**src/dkef_pkg.sv**
```systemverilog
// dkef_pkg: shared types, constants and reset values of the dual-kernel edge filter.
// No dependencies; every other file uses it by scoped names.
package dkef_pkg;

   localparam int DEF_MAX_LINE_BYTES  = 4096;
   localparam int DEF_MAX_PIXEL_BYTES = 4;

   localparam int DATA_W    = 8;
   localparam int KERN_W    = 36;
   localparam int COEF_W    = 4;
   localparam int NUM_COEF  = 9;
   localparam int DIM_W     = 13;
   localparam int PB_W      = 3;
   localparam int MAX_DIM   = 4096;
   localparam int CSR_IDX_W = 3;

   localparam int PIPE_STAGES    = 4;
   localparam int RSP_FIFO_DEPTH = 8;

   localparam int PROD_W = DATA_W + 1 + COEF_W;
   localparam int SUM_W  = 16;

   localparam logic [KERN_W-1:0] KERNEL_A_RESET    = 36'd4848619503;
   localparam logic [KERN_W-1:0] KERNEL_B_RESET    = 36'd4548780303;
   localparam logic [DIM_W-1:0]  LINE_BYTES_RESET  = 13'd640;
   localparam logic [PB_W-1:0]   PIXEL_BYTES_RESET = 3'd1;
   localparam logic [DIM_W-1:0]  WIDTH_RESET       = 13'd640;
   localparam logic [DIM_W-1:0]  HEIGHT_RESET      = 13'd480;

   typedef enum logic [CSR_IDX_W-1:0] {
      CSR_KERNEL_A     = 3'd0,
      CSR_KERNEL_B     = 3'd1,
      CSR_LINE_BYTES   = 3'd2,
      CSR_PIXEL_BYTES  = 3'd3,
      CSR_WIDTH_PIXELS = 3'd4,
      CSR_HEIGHT_ROWS  = 3'd5
   } csr_index_type;

   typedef struct packed {
      logic [DATA_W-1:0] data_byte;
      logic              flush;
   } req_payload_type;

   typedef struct packed {
      logic [DATA_W-1:0] result_byte;
      logic              last_of_frame;
   } rsp_payload_type;

   typedef struct packed {
      logic emit;
      logic last;
      logic interior;
   } stage_ctrl_type;

endpackage

```
**src/dkef_rsp_fifo.sv**
```systemverilog
// dkef_rsp_fifo: result queue between the filter pipeline and the rsp channel.
// Uses dkef_pkg; depth must be a power of two.
module dkef_rsp_fifo #(
   parameter int DEPTH = dkef_pkg::RSP_FIFO_DEPTH
) (
   input  logic                          clock,
   input  logic                          reset,
   input  logic                          push_valid,
   input  dkef_pkg::rsp_payload_type     push_data,
   output logic                          pop_valid,
   input  logic                          pop_ready,
   output dkef_pkg::rsp_payload_type     pop_data,
   output logic [$clog2(DEPTH+1)-1:0]    count
);

   localparam int PTR_W = $clog2(DEPTH);
   localparam int CNT_W = $clog2(DEPTH+1);

   dkef_pkg::rsp_payload_type fifo_mem [DEPTH];

   logic [PTR_W-1:0] wr_ptr_ff, wr_ptr_in;
   logic [PTR_W-1:0] rd_ptr_ff, rd_ptr_in;
   logic [CNT_W-1:0] count_ff, count_in;
   logic             pop;

   assign pop_valid = (count_ff != '0);
   assign pop       = pop_valid && pop_ready;
   assign pop_data  = fifo_mem[rd_ptr_ff];
   assign count     = count_ff;

   always_comb begin
      wr_ptr_in = push_valid ? wr_ptr_ff + PTR_W'(1) : wr_ptr_ff;
      rd_ptr_in = pop ? rd_ptr_ff + PTR_W'(1) : rd_ptr_ff;
      count_in  = count_ff;
      if (push_valid && !pop) begin
         count_in = count_ff + CNT_W'(1);
      end else if (pop && !push_valid) begin
         count_in = count_ff - CNT_W'(1);
      end
   end

   always_ff @(posedge clock) begin
      if (reset) begin
         wr_ptr_ff <= '0;
         rd_ptr_ff <= '0;
         count_ff  <= '0;
      end else begin
         wr_ptr_ff <= wr_ptr_in;
         rd_ptr_ff <= rd_ptr_in;
         count_ff  <= count_in;
      end
   end

   always_ff @(posedge clock) begin
      if (push_valid) begin
         fifo_mem[wr_ptr_ff] <= push_data;
      end
   end

endmodule

```
**config.mk**
```make
export PLATFORM = sky130hd
export DESIGN_NAME = dkef_rsp_fifo
export DESIGN_NICKNAME = d
export VERILOG_FILES = /design/src/dkef_pkg.sv /design/src/dkef_rsp_fifo.sv
export SDC_FILE = /design/constraint.sdc
export NUM_CORES = 1
export LEC_CHECK = 0
export BUFFER_PORTS_ARGS = -buffer_cell sky130_fd_sc_hd__buf_2
export CAP_MARGIN = 20
export CORE_MARGIN = 2
export CORE_UTILIZATION = 59
export CTS_CLUSTER_SIZE = 14
export DETAILED_ROUTE_END_ITERATION = 8
export HOLD_SLACK_MARGIN = 0.03
export PLACE_DENSITY = 0.79
export SKIP_LAST_GASP = 1
export SLEW_MARGIN = 20
export SYNTH_ARGS = -nofsm -noshare
export SYNTH_HDL_FRONTEND = slang
export SYNTH_SLANG_ARGS = --single-unit
```
**constraint.sdc**
```tcl
create_clock -name clock -period 3 [get_ports clock]
set_clock_uncertainty 0.1 [all_clocks]
set_input_delay 0.6 -clock clock [delete_from_list [all_inputs] [get_ports clock]]
set_output_delay 0.6 -clock clock [all_outputs]
set_load 0.1 [all_outputs]
```
# [After elaboration in Yosys (flattened, before gate mapping)]
# Memories as Yosys holds them, arrays and structs flattened. A register that Yosys moved wholly into a read port is not among the register bits.
# Index checks and enable logic that the tools add are counted.
# Widths: inputs -> output; s select.
[word_totals] reg_bits=10 latch_bits=0 ramBits=72 mem_bits_ro=0 inputBits=13 output_inout_bits=14 wordCells=21 memories=1
[memory_table] memory="fifo_mem" depth=8 word_bits=9 rd=1 rd_ports_with_merged_regs=1 write_ports=1 line_no="dkef_rsp_fifo.sv:19" text="dkef_pkg::rsp_payload_type fifo_mem [DEPTH];"
[classes] add_sub_neg=4 mul=0 div=0 order_cmp=0 eq_ne=0 shift=0 n_mux=6 n_bitwise=0 reduce_logical=7
[ops] operator="$mux 4" count=2
[ops] operator="$add 3x1->3 const B" count=2
[ops] operator="$mux 3" count=2
[ops] operator="$add 4x1->4 const B" count=1
[ops] operator="$reduce_bool 4->1" count=1
[ops] operator="$sub 4x1->4 const B" count=1
[ops] operator="$logic_and 1x1->1" count=3
[ops] operator="$logic_not 1->1" count=2
[ops] operator="$mux 1" count=2
[ops] operator="$reduce_bool 2->1" count=1

# [Logic depth before layout (Yosys ltp)]
[depth] depth_word=5 ltp_mapped=9 ltp_nobuf=9

# [Worst setup path after synthesis]
# No wires, ideal clock.
[synth_path] kind="reg-to-reg" start="reg count_ff[1] (netlist: count[1])" end="reg count_ff[3] (netlist: count[3])" setup_ns=0.121 arrival_ns=3.485 required_ns=2.779 path_slack_ns=-0.706 stages_incl_launch_ff=10 path_buffers=0 period_less_slack_ns=3.706 cell_sequence="dfxtp_1 -> or4_1 -> nand2_1 -> ha_1 -> inv_1 -> ha_1 -> a21oi_1 -> a211oi_1 -> a31oi_1 -> mux2_2"
[synth_between] elab_chain_cells=5 elab_cells_between_ends=10 cone_classes="2 x add/sub; 2 x mux; 6 x reduce/logical"
[synth_rtl] element="from (decl)" line_no="dkef_rsp_fifo.sv:23" text="logic [CNT_W-1:0] count_ff, count_in;"
[synth_rtl] element="from (signal assigned)" line_no="dkef_rsp_fifo.sv:50" text="count_ff <= count_in;"
[synth_rtl] element="$reduce_bool 4->1 (*)" line_no="dkef_rsp_fifo.sv:26" text="assign pop_valid = (count_ff != '0);"
[synth_rtl] element="net pop_valid" line_no="dkef_rsp_fifo.sv:10" text="output logic pop_valid,"
[synth_rtl] element="$logic_and 1x1->1 (*)" line_no="dkef_rsp_fifo.sv:27" text="assign pop = pop_valid && pop_ready;"
[synth_rtl] element="$logic_not 1->1" line_no="dkef_rsp_fifo.sv:35" text="if (push_valid && !pop) begin"
[synth_rtl] element="$logic_and 1x1->1" line_no="dkef_rsp_fifo.sv:35"
[synth_rtl] element="$mux 4 or $reduce_bool 2->1 (tied branches)"
# Mark *: on every way through the listed nets, which the timed path passes. The rest lies on a longest branch. The select of a mux whose other input is x is not followed.
# A chain may end at the register's enable or synchronous reset.

==> out/metrics.cfg <==
[die]
ios=27
core_um2=5540
die_y_um=79.8
die_x_um=79.8
start_util=0.612
fp-row-count=27
dieArea_um2=6370

[clock_network]
tritoncts=yes
htree_num_levels=3
ctsHoldBuffers=0
cts.clk_slew.worst_paths_ns=0.08
cts_resized=0
clk_latency_ns=0.34
cts_root_buf=clkbuf_8
cts_sinks=85
cts_buffers=9
post-cts-setup-buffers=0
clockBufferDepth=2

[drt]
drc=0
routedWlPerCell_um=20.4
drt_first_pass_iters=4
drt-total-wl_um=5910
drtIter0Drc=95
vias_per_cell=5.76
final_antenna_net_count=0
vias=1669

[layout]
stdcell_area_um2=3860
multi_input_area_um2=917
drive_above_1_share=0.298
diodes=0
register_area_um2=2430
syn_to_final_growth_pct=13.8
fin_nets=232
fillers=349

[hold_path]
min_path_type=reg -> reg
hold_start=rd_ptr_ff[1]$_SDFFE_PP0P_

[setup_path]
timing.rr.start=count[3]$_SDFFE_PP0P_
critical_path_class=reg -> out
critPathCaptureType=output port
critPathArrivalTime_ns=2.13
required_ns=2.30
cp_max_fo=18
cp-start-kind=flop

[logic_synthesis]
yosysSeqAreaShare=0.714
synthDistinctLibCells=25
synth_area_um2=3390
synth_seq_cells=85
synth_cells=173
synth_warnings=0
syn-num-nets=192
syn_avg_cell_area_um2=19.6

[timing]
grt_setup_unrepaired=no
relSlewSlack=0.617
whs_ns=0.411
hold_violations=0
tightest_slew_ns=0.572
final_max_slew_viol_count=0
period_share=0.942
final.setup.tns_ns=0
period_minus_slack_ns=2.83
fin_ws_ns=0.174
max_freq_mhz=354
setup_viol=0

[placed_design]
post_dp_cell_area_um2=3640
port_buffers=26
dp_hpwl_um=3870
place_ws_ns=0.341
gp_congestion=0.801

[power_and_ir_drop]
p_leak_nw=1.37
ir_worst_vdd_mv=1.02
p_total_w=0.00360
power.density_nw_per_um2=933

[grt]
grt_pass1_wl_um=9010
grt_usage=0.206
antenna_found_initial=0
grt_pass1_vias=1723
grt_max_degree=19
grt_overflow=0

[flow_run]
drv_cap=0

[run_status]
status=completed

-- cell families (layout without fill, tap and decap cells) --
logic type | count (synthesis) | after routing | share of synthesized area
muxes | 30 | 30 | 0.179
adders and majority gates | 6 | 6 | 0.0244
and+or+nand+nor | 33 | 33 | 0.0424
buffers and inverters | 8 | 53 | 0.0162
xor gates and xnor gates | 6 | 6 | 0.0155
DFF | 85 | 85 | 0.714
AOI/OAI and AO/OA | 5 | 5 | 0.00849
-- placed cells by master, fill, tap and decap left out, types with 3 or more instances in the layout --
cell type,count
dfxtp_2,4
buf_4,10
dfxtp_1,9
edfxtp_1,72
nor2_1,18
clkbuf_8,10
nand2_1,5
buf_2,26
mux2_2,10
nand2b_1,3
mux4_1,18
ha_1,5
nand3_1,3
xor2_1,4
a21oi_1,3
-- worst paths after layout --
check | slack [ns] | cells after the start | end
hold / removal | 0.41 | 2 | flop
setup / recovery | 0.17 | 4 | pop_data[4]
setup reg to reg | 0.30 | 9 | count[3]$_SDFFE_PP0P_
hold reg to reg | 0.41 | 2 | flop
-- power breakdown --
group / switching, W / internal, W
registers: 0.0000553 / 0.00136
logic: 0.000951 / 0.000375
clock network: 0.000373 / 0.000486
-- metrics by stage --
step / cells / util
6_report: 290 / 0.696
5_1_grt: 290 / 0.696
4_1_cts: 290 / 0.696
3_5_place_dp: 274 / 0.658
3_3_place_gp: 274 / 0.658
2_1_floorplan: 173 / -
-- metal layers --
metal	global-route usage	vias up	routed length, um
met4	0.122	0	175
met1	0.243	840	2400
met3	0.0464	16	185
met5	0	-	0
met2	0.348	36	3140
li1	-	777	-
-- cell type report --
class / count / area share
clock inverter: 5 / 0.0191
clock buffer: 11 / 0.0366
sequential: 85 / 0.629
inverter: 1 / 0.000973
timing repair buffer: 36 / 0.0532
tap: 72 / 0.0233
multi-input combinational: 80 / 0.238
-- flip-flops by register name (all words and copies together), names as in the netlist, named ones only --
signal	count
count	4
fifo_mem	72
rd_ptr_ff	3
wr_ptr_ff	3
-- critical path: stages, from the launching register on --
cell	delay, ns
dfxtp_1	0.32
buf_4	0.29
mux4_1	0.61
mux2_2	0.28
buf_2	0.29
-- synthesized netlist by cell type, drive strengths merged --
cell	count	share of area
mux4	18	0.14
nor2b	1	0.0018
xnor2	2	0.0052
nor3	2	0.0030
a211oi	1	0.0022
nand2	5	0.0055
edfxtp	72	0.64
a31oi	1	0.0018
ha	5	0.018
xor2	4	0.010
nor2	18	0.020
or4	1	0.0022
dfxtp	13	0.077
fa	1	0.0059
nand3	3	0.0044
mux2	10	0.033
a21oi	3	0.0044
inv	1	0.0011
clkbuf	3	0.0033
buf	4	0.012
mux2i	2	0.0059
nand2b	3	0.0055
Power figures use the tool's default switching activity.
