<file path="src/dkef_pkg.sv">
// dkef_pkg: shared types, constants and reset values of the dual-kernel edge filter.
// No dependencies; every other file uses it by scoped names.
package dkef_pkg;

   localparam int DEF_MAX_LINE_BYTES  = 4096;
   localparam int DEF_MAX_PIXEL_BYTES = 4;

   localparam int DATA_W    = 8;
   localparam int KERN_W    = 36;
   localparam int COEF_W    = 4;
   localparam int NUM_COEF  = 9;
   localparam int DIM_W     = 13;
   localparam int PB_W      = 3;
   localparam int MAX_DIM   = 4096;
   localparam int CSR_IDX_W = 3;

   localparam int PIPE_STAGES    = 4;
   localparam int RSP_FIFO_DEPTH = 8;

   localparam int PROD_W = DATA_W + 1 + COEF_W;
   localparam int SUM_W  = 16;

   localparam logic [KERN_W-1:0] KERNEL_A_RESET    = 36'd4848619503;
   localparam logic [KERN_W-1:0] KERNEL_B_RESET    = 36'd4548780303;
   localparam logic [DIM_W-1:0]  LINE_BYTES_RESET  = 13'd640;
   localparam logic [PB_W-1:0]   PIXEL_BYTES_RESET = 3'd1;
   localparam logic [DIM_W-1:0]  WIDTH_RESET       = 13'd640;
   localparam logic [DIM_W-1:0]  HEIGHT_RESET      = 13'd480;

   typedef enum logic [CSR_IDX_W-1:0] {
      CSR_KERNEL_A     = 3'd0,
      CSR_KERNEL_B     = 3'd1,
      CSR_LINE_BYTES   = 3'd2,
      CSR_PIXEL_BYTES  = 3'd3,
      CSR_WIDTH_PIXELS = 3'd4,
      CSR_HEIGHT_ROWS  = 3'd5
   } csr_index_type;

   typedef struct packed {
      logic [DATA_W-1:0] data_byte;
      logic              flush;
   } req_payload_type;

   typedef struct packed {
      logic [DATA_W-1:0] result_byte;
      logic              last_of_frame;
   } rsp_payload_type;

   typedef struct packed {
      logic emit;
      logic last;
      logic interior;
   } stage_ctrl_type;

endpackage

</file>
<file path="src/dkef_kernel_mac.sv">
// dkef_kernel_mac: products, kernel sums and magnitude add for both kernels,
// two register stages. Uses dkef_pkg.
module dkef_kernel_mac (
   input  logic                                          clock,
   input  logic                                          reset,
   input  logic                                          in_valid,
   input  logic [dkef_pkg::NUM_COEF-1:0][dkef_pkg::DATA_W-1:0] win,
   input  dkef_pkg::stage_ctrl_type                      in_ctrl,
   input  logic [dkef_pkg::KERN_W-1:0]                   kernel_a,
   input  logic [dkef_pkg::KERN_W-1:0]                   kernel_b,
   output logic                                          push_valid,
   output dkef_pkg::rsp_payload_type                     push_data
);

   localparam int NC  = dkef_pkg::NUM_COEF;
   localparam int CW  = dkef_pkg::COEF_W;
   localparam int PW  = dkef_pkg::PROD_W;
   localparam int SW  = dkef_pkg::SUM_W;
   localparam int DW  = dkef_pkg::DATA_W;

   logic signed [PW-1:0] prod_a_in [NC];
   logic signed [PW-1:0] prod_b_in [NC];
   logic signed [PW-1:0] prod_a_ff [NC];
   logic signed [PW-1:0] prod_b_ff [NC];
   logic                 s3_valid_ff;
   dkef_pkg::stage_ctrl_type s3_ctrl_ff;
   logic [DW-1:0]        s3_center_ff;

   logic signed [SW-1:0] sum_a_in;
   logic signed [SW-1:0] sum_b_in;
   logic signed [SW-1:0] sum_a_ff;
   logic signed [SW-1:0] sum_b_ff;
   logic                 s4_valid_ff;
   dkef_pkg::stage_ctrl_type s4_ctrl_ff;
   logic [DW-1:0]        s4_center_ff;

   logic [SW-1:0]        mag_a;
   logic [SW-1:0]        mag_b;
   logic [SW-1:0]        mag_total;

   always_comb begin
      for (int k = 0; k < NC; k++) begin
         prod_a_in[k] = $signed({1'b0, win[k]}) * $signed(kernel_a[CW*k +: CW]);
         prod_b_in[k] = $signed({1'b0, win[k]}) * $signed(kernel_b[CW*k +: CW]);
      end
   end

   always_comb begin
      sum_a_in = '0;
      sum_b_in = '0;
      for (int k = 0; k < NC; k++) begin
         sum_a_in = sum_a_in + SW'(prod_a_ff[k]);
         sum_b_in = sum_b_in + SW'(prod_b_ff[k]);
      end
   end

   always_ff @(posedge clock) begin
      if (reset) begin
         s3_valid_ff <= 1'b0;
         s4_valid_ff <= 1'b0;
      end else begin
         s3_valid_ff <= in_valid;
         s4_valid_ff <= s3_valid_ff;
      end
   end

   always_ff @(posedge clock) begin
      for (int k = 0; k < NC; k++) begin
         prod_a_ff[k] <= prod_a_in[k];
         prod_b_ff[k] <= prod_b_in[k];
      end
      s3_ctrl_ff   <= in_ctrl;
      s3_center_ff <= win[4];
      sum_a_ff     <= sum_a_in;
      sum_b_ff     <= sum_b_in;
      s4_ctrl_ff   <= s3_ctrl_ff;
      s4_center_ff <= s3_center_ff;
   end

   assign mag_a     = sum_a_ff[SW-1] ? SW'(-sum_a_ff) : SW'(sum_a_ff);
   assign mag_b     = sum_b_ff[SW-1] ? SW'(-sum_b_ff) : SW'(sum_b_ff);
   assign mag_total = mag_a + mag_b;

   assign push_valid              = s4_valid_ff && s4_ctrl_ff.emit;
   assign push_data.result_byte   = s4_ctrl_ff.interior ? mag_total[DW-1:0] : s4_center_ff;
   assign push_data.last_of_frame = s4_ctrl_ff.last;

endmodule

</file>
<file path="config.mk">
export PLATFORM = sky130hd
export DESIGN_NAME = dkef_kernel_mac
export DESIGN_NICKNAME = d
export VERILOG_FILES = /design/src/dkef_pkg.sv /design/src/dkef_kernel_mac.sv
export SDC_FILE = /design/constraint.sdc
export NUM_CORES = 2
export LEC_CHECK = 0
export BUFFER_PORTS_ARGS = -buffer_cell sky130_fd_sc_hd__buf_4
export CAP_MARGIN = 20
export CORE_MARGIN = 2
export CORE_UTILIZATION = 60
export CTS_CLUSTER_DIAMETER = 100
export DETAILED_ROUTE_END_ITERATION = 7
export GPL_ROUTABILITY_DRIVEN = 0
export GPL_TIMING_DRIVEN = 0
export PLACE_DENSITY_LB_ADDON = 0.05
export SLEW_MARGIN = 20
export SYNTH_ARGS = -nofsm -noshare
export SYNTH_HDL_FRONTEND = slang
export SYNTH_SLANG_ARGS = --single-unit
</file>
<file path="constraint.sdc">
create_clock -name clock -period 8.45 [get_ports clock]
set_clock_uncertainty 0.05 [all_clocks]
set_input_delay 1.69 -clock clock [delete_from_list [all_inputs] [get_ports clock]]
set_output_delay 1.69 -clock clock [all_outputs]
set_load 0.01 [all_outputs]
</file>
After elaboration in Yosys (flattened, before gate mapping)
Memories as Yosys holds them, arrays and structs flattened.
Cells that the tools add are included.
{ "word_totals": {"memories": 2, "out_inout_bits": 10, "ram_bits": 234, "ff_bits": 56} }
{ "op_classes": {"addsub": 19, "muxes": 3, "n_reduce_logical": 1, "multipliers": 18} }
{ "memory_table": {"columns": ["name", "depth", "width", "read_ports", "rd_clocked_by_memory_dff", "write_ports", "line_no", "text"], "rows": [
  ["prod_a_ff", 9, 13, 9, 0, 9, "dkef_kernel_mac.sv:23", "logic signed [PW-1:0] prod_a_ff [NC];"],
  ["prod_b_ff", 9, 13, 9, 0, 9, "dkef_kernel_mac.sv:24", "logic signed [PW-1:0] prod_b_ff [NC];"]
]} }
{ "ops": {"columns": ["operator", "count"], "rows": [
  ["9-bit by 4-bit multiplier with 13-bit output", 18],
  ["16-bit by 13-bit adder with 16-bit output", 10],
  ["15-bit by 13-bit adder with 16-bit output", 2],
  ["14-bit by 13-bit adder with 15-bit output", 2],
  ["13-bit by 13-bit adder with 14-bit output", 2],
  ["8-bit two-way mux", 3],
  ["8-bit negation", 2],
  ["8-bit adder", 1],
  ["1-bit logical AND", 1]
]} }

Logic depth before layout (Yosys ltp)
An unclocked memory read counts as a cell.
{ "depth": {"depth_word": 9, "depth_mapped": 16, "ltp_nobuf": 16} }

Worst setup path after synthesis
No wires, ideal clock.
{ "synth_path": {"kind": "input -> register", "start": "input kernel_b[5] in the netlist's numbering", "end": "memory prod_b_ff[0][24] in the netlist's numbering", "t_required_ns": 8.328, "cell_stages": 15, "t_arrival_ns": 4.757, "slack_ns": 3.571, "cell_sequence": "and2_1 > fa_1 > inv_1 > fa_1 > fa_1 > inv_1 > ha_1 > inv_1 > fa_1 > inv_1 > a21o_1 > a21oi_1 > o21ai_1 > o41ai_1 > xnor2_1"} }
{ "synth_rtl": {"columns": ["element", "line_no", "text"], "rows": [
  ["start: declaration", "dkef_kernel_mac.sv:10", "input logic [dkef_pkg::KERN_W-1:0] kernel_b,"],
  ["end: declaration", "dkef_kernel_mac.sv:24", null]
]} }

==> flow_metrics.py <==
metrics = {
    "final_layout": {
        "postLayoutCellArea_mm2": 0.0331,
        "layout-drive-gt1-share_pct": 7.35,
        "n_antenna_cell": 0,
        "syn_to_final_growth_pct": 10.3,
        "fin_nets": 4343,
    },
    "yosys": {
        "synth.distinct_cells": 43,
        "yosys.area.top_type": "fa_1",
        "netlist_instances": 3089,
        "syn_nets": 4151,
        "yosys-top-cells-area": "fa_1 28%, ha_1 20%, dfxtp_1 18%",
        "yosysMostFrequentCell": "inv_1",
        "synth_edf_count": 0,
        "ys_async_sr_fraction_pct": 0,
        "synth_top_area_share_pct": 28.1,
        "ys_seq_area_share_pct": 18.4,
        "yosys_warnings": 0,
        "syn_area_mm2": 0.0300,
        "avgSynthCellArea_um2": 9.72,
        "ys_ff_latch": 276,
        "synthTopCellsByCount": "690 x inv_1, 491 x ha_1, 421 x fa_1",
        "synthFlopType": "dfxtp_1",
    },
    "die": {
        "start_util_pct": 61.1,
        "die_area_mm2": 0.0518,
        "num_rows": 81,
        "io_pins": 160,
        "core_mm2": 0.0492,
        "die_w_um": 228,
        "die_h_um": 228,
    },
    "sta": {
        "setup_viol": 0,
        "fin_crit_sh_pct": 57.5,
        "fin_crit_ns": 4.86,
        "rsz0062_at_grt": "false",
        "slew_viol_final": 0,
        "fin_tns_setup_ns": 0,
        "clock.fmax_ghz": 0.206,
        "slew_headroom_pct": 58.8,
        "hold_violations": 0,
        "worst_pin_slew_ns": 0.616,
    },
    "routing": {
        "wl_per_cell_um": 16.8,
        "drt-total-wl_um": 66800,
        "vias_per_cell": 5.21,
        "drc_errors": 0,
        "first_pass_iters": 6,
        "num_vias": 20700,
        "drtAntennaViolNets": 0,
        "drt_iter0_markers": 917,
    },
    "global_routing": {
        "grt_pass1_vias": 21900,
        "antenna_found_initial": 4,
        "grt_max_degree": 16,
        "track_usage_pct": 27.3,
        "grt_pass1_wl_um": 110000,
        "grt_overflow": 0,
    },
    "clock_network": {
        "cts_tree": "yes",
        "root_buffer": "clkbuf_16",
        "post_cts_buffers": 0,
        "hold_buffers": 0,
        "cts.sinks": 276,
        "clk_latency_ns": 0.58,
        "post_cts_resized": 0,
        "clockBufferDepth": 3,
        "path_clk_slew_ns": 0.07,
        "cts_buffers": 31,
        "cts.htree.levels": 1,
    },
    "worst_setup_path": {
        "crit_type": "reg2out",
        "worstReg2RegStart": "prod_b_ff[0][68]",
        "path_cells": "inv_1 > ha_1 > nand2b_1 > xnor2_1 > ha_1 > o21ai_0 > o21ai_1 > a21oi_1 > o21ai_0 > xnor2_1 > a21oi_1 > buf_4",
        "arrival_ns": 3.12,
        "cp-startpoint": "sum_b_ff[0]",
        "cp_data_required_time_ns": 6.71,
        "start_kind": "register",
        "cp_slowest_stage_delay_ns": 0.40,
        "path_max_fanout": 4,
        "crit_path_end_kind": "output pin",
        "slowest_stage": "dfxtp_1",
    },
    "min_path": {
        "hp-class": "reg2reg",
        "min_from": "s3_center_ff[4]",
    },
    "flow_run": {
        "max_cap_viol_count": 0,
    },
    "place": {
        "numPortBuffers": 159,
        "hpwl_um": 57800,
        "place_area_mm2": 0.0320,
    },
    "outcome": {
        "status": "complete, no violations",
    },
}
==> final timing paths <==
path	slack [ns]	to	depth (start not counted)
max	3.59	push_data[8]	12
min	0.28	s4_center_ff[4]	0
max reg2reg	3.89	sum_b_ff[15]	13
min reg2reg	0.28	s4_center_ff[4]	0
==> layer usage <==
layer  share of wire, %  global-route usage, %
met5              0.055                      0
met4                3.8                   9.23
met3                5.1                   4.24
met2                 48                   46.1
met1                 43                   36.1
==> metrics by stage <==
step / hold WS (ns) / setup slack, ns / instances / util, %
6_report: 0.277 / 3.59 / 3970 / 67.4
5_1_grt: 0.287 / 3.36 / 3970 / 67.4
4_1_cts: 0.277 / 3.56 / 3970 / 67.4
3_5_place_dp: 0.262 / 3.10 / 3912 / 65.2
3_3_place_gp: 0.260 / 3.13 / 3912 / 65.2
2_1_floorplan: 0.260 / 3.57 / 3089 / -
==> cells in the final DEF (no fill, tap or decap), types with 43 or more instances in the layout <==
cell type,Yosys,layout
xnor2_1,152,152
a21oi_1,82,82
nand2b_1,126,126
fa_1,421,421
nor2_1,63,63
a21o_1,78,78
inv_1,690,690
nand2_1,274,274
ha_1,491,491
buf_4,1,160
and2_1,223,223
o21ai_1,43,43
dfxtp_1,276,276
==> final cells by class <==
cell class                 count  area, um2
tap                          664        831
multi-input combinational   2119      21900
timing repair buffer         159       1190
buffer                         2       11.3
inverter                     692       2600
clock buffer                  38        842
clock inverter                20        238
sequential                   276       5530
fill                        3929      16000
==> critical path: cells and delay by family (launching register included) <==
family / cells / cell delay, ns
buf+inv: 2 / 0.22
flops: 1 / 0.40
compound gates: 5 / 0.82
fa+ha+maj: 2 / 0.52
xor+xnor: 2 / 0.43
simple gates: 1 / 0.15
==> state kept, by name (all words and copies together) (netlist names) <==
signal,flops
push_data,1
prod_b_ff,117
s3_ctrl_ff,3
s4_valid_ff,1
s4_ctrl_ff,2
s3_center_ff,8
s3_valid_ff,1
prod_a_ff,117
s4_center_ff,8
sum_b_ff,9
sum_a_ff,9
==> cells by family after synthesis <==
group	after synthesis	share of synthesized area [%]
muxes	3	0.113
adders and majority gates	912	48.5
DFF	276	18.4
and+or+nand+nor	718	12.1
xor gates and xnor gates	175	5.11
AOI/OAI and AO/OA	311	7.06
buffers and inverters	694	8.69
Power is not shown: default switching activity piles up to over one toggle a cycle in this logic, so the estimate is an artifact.
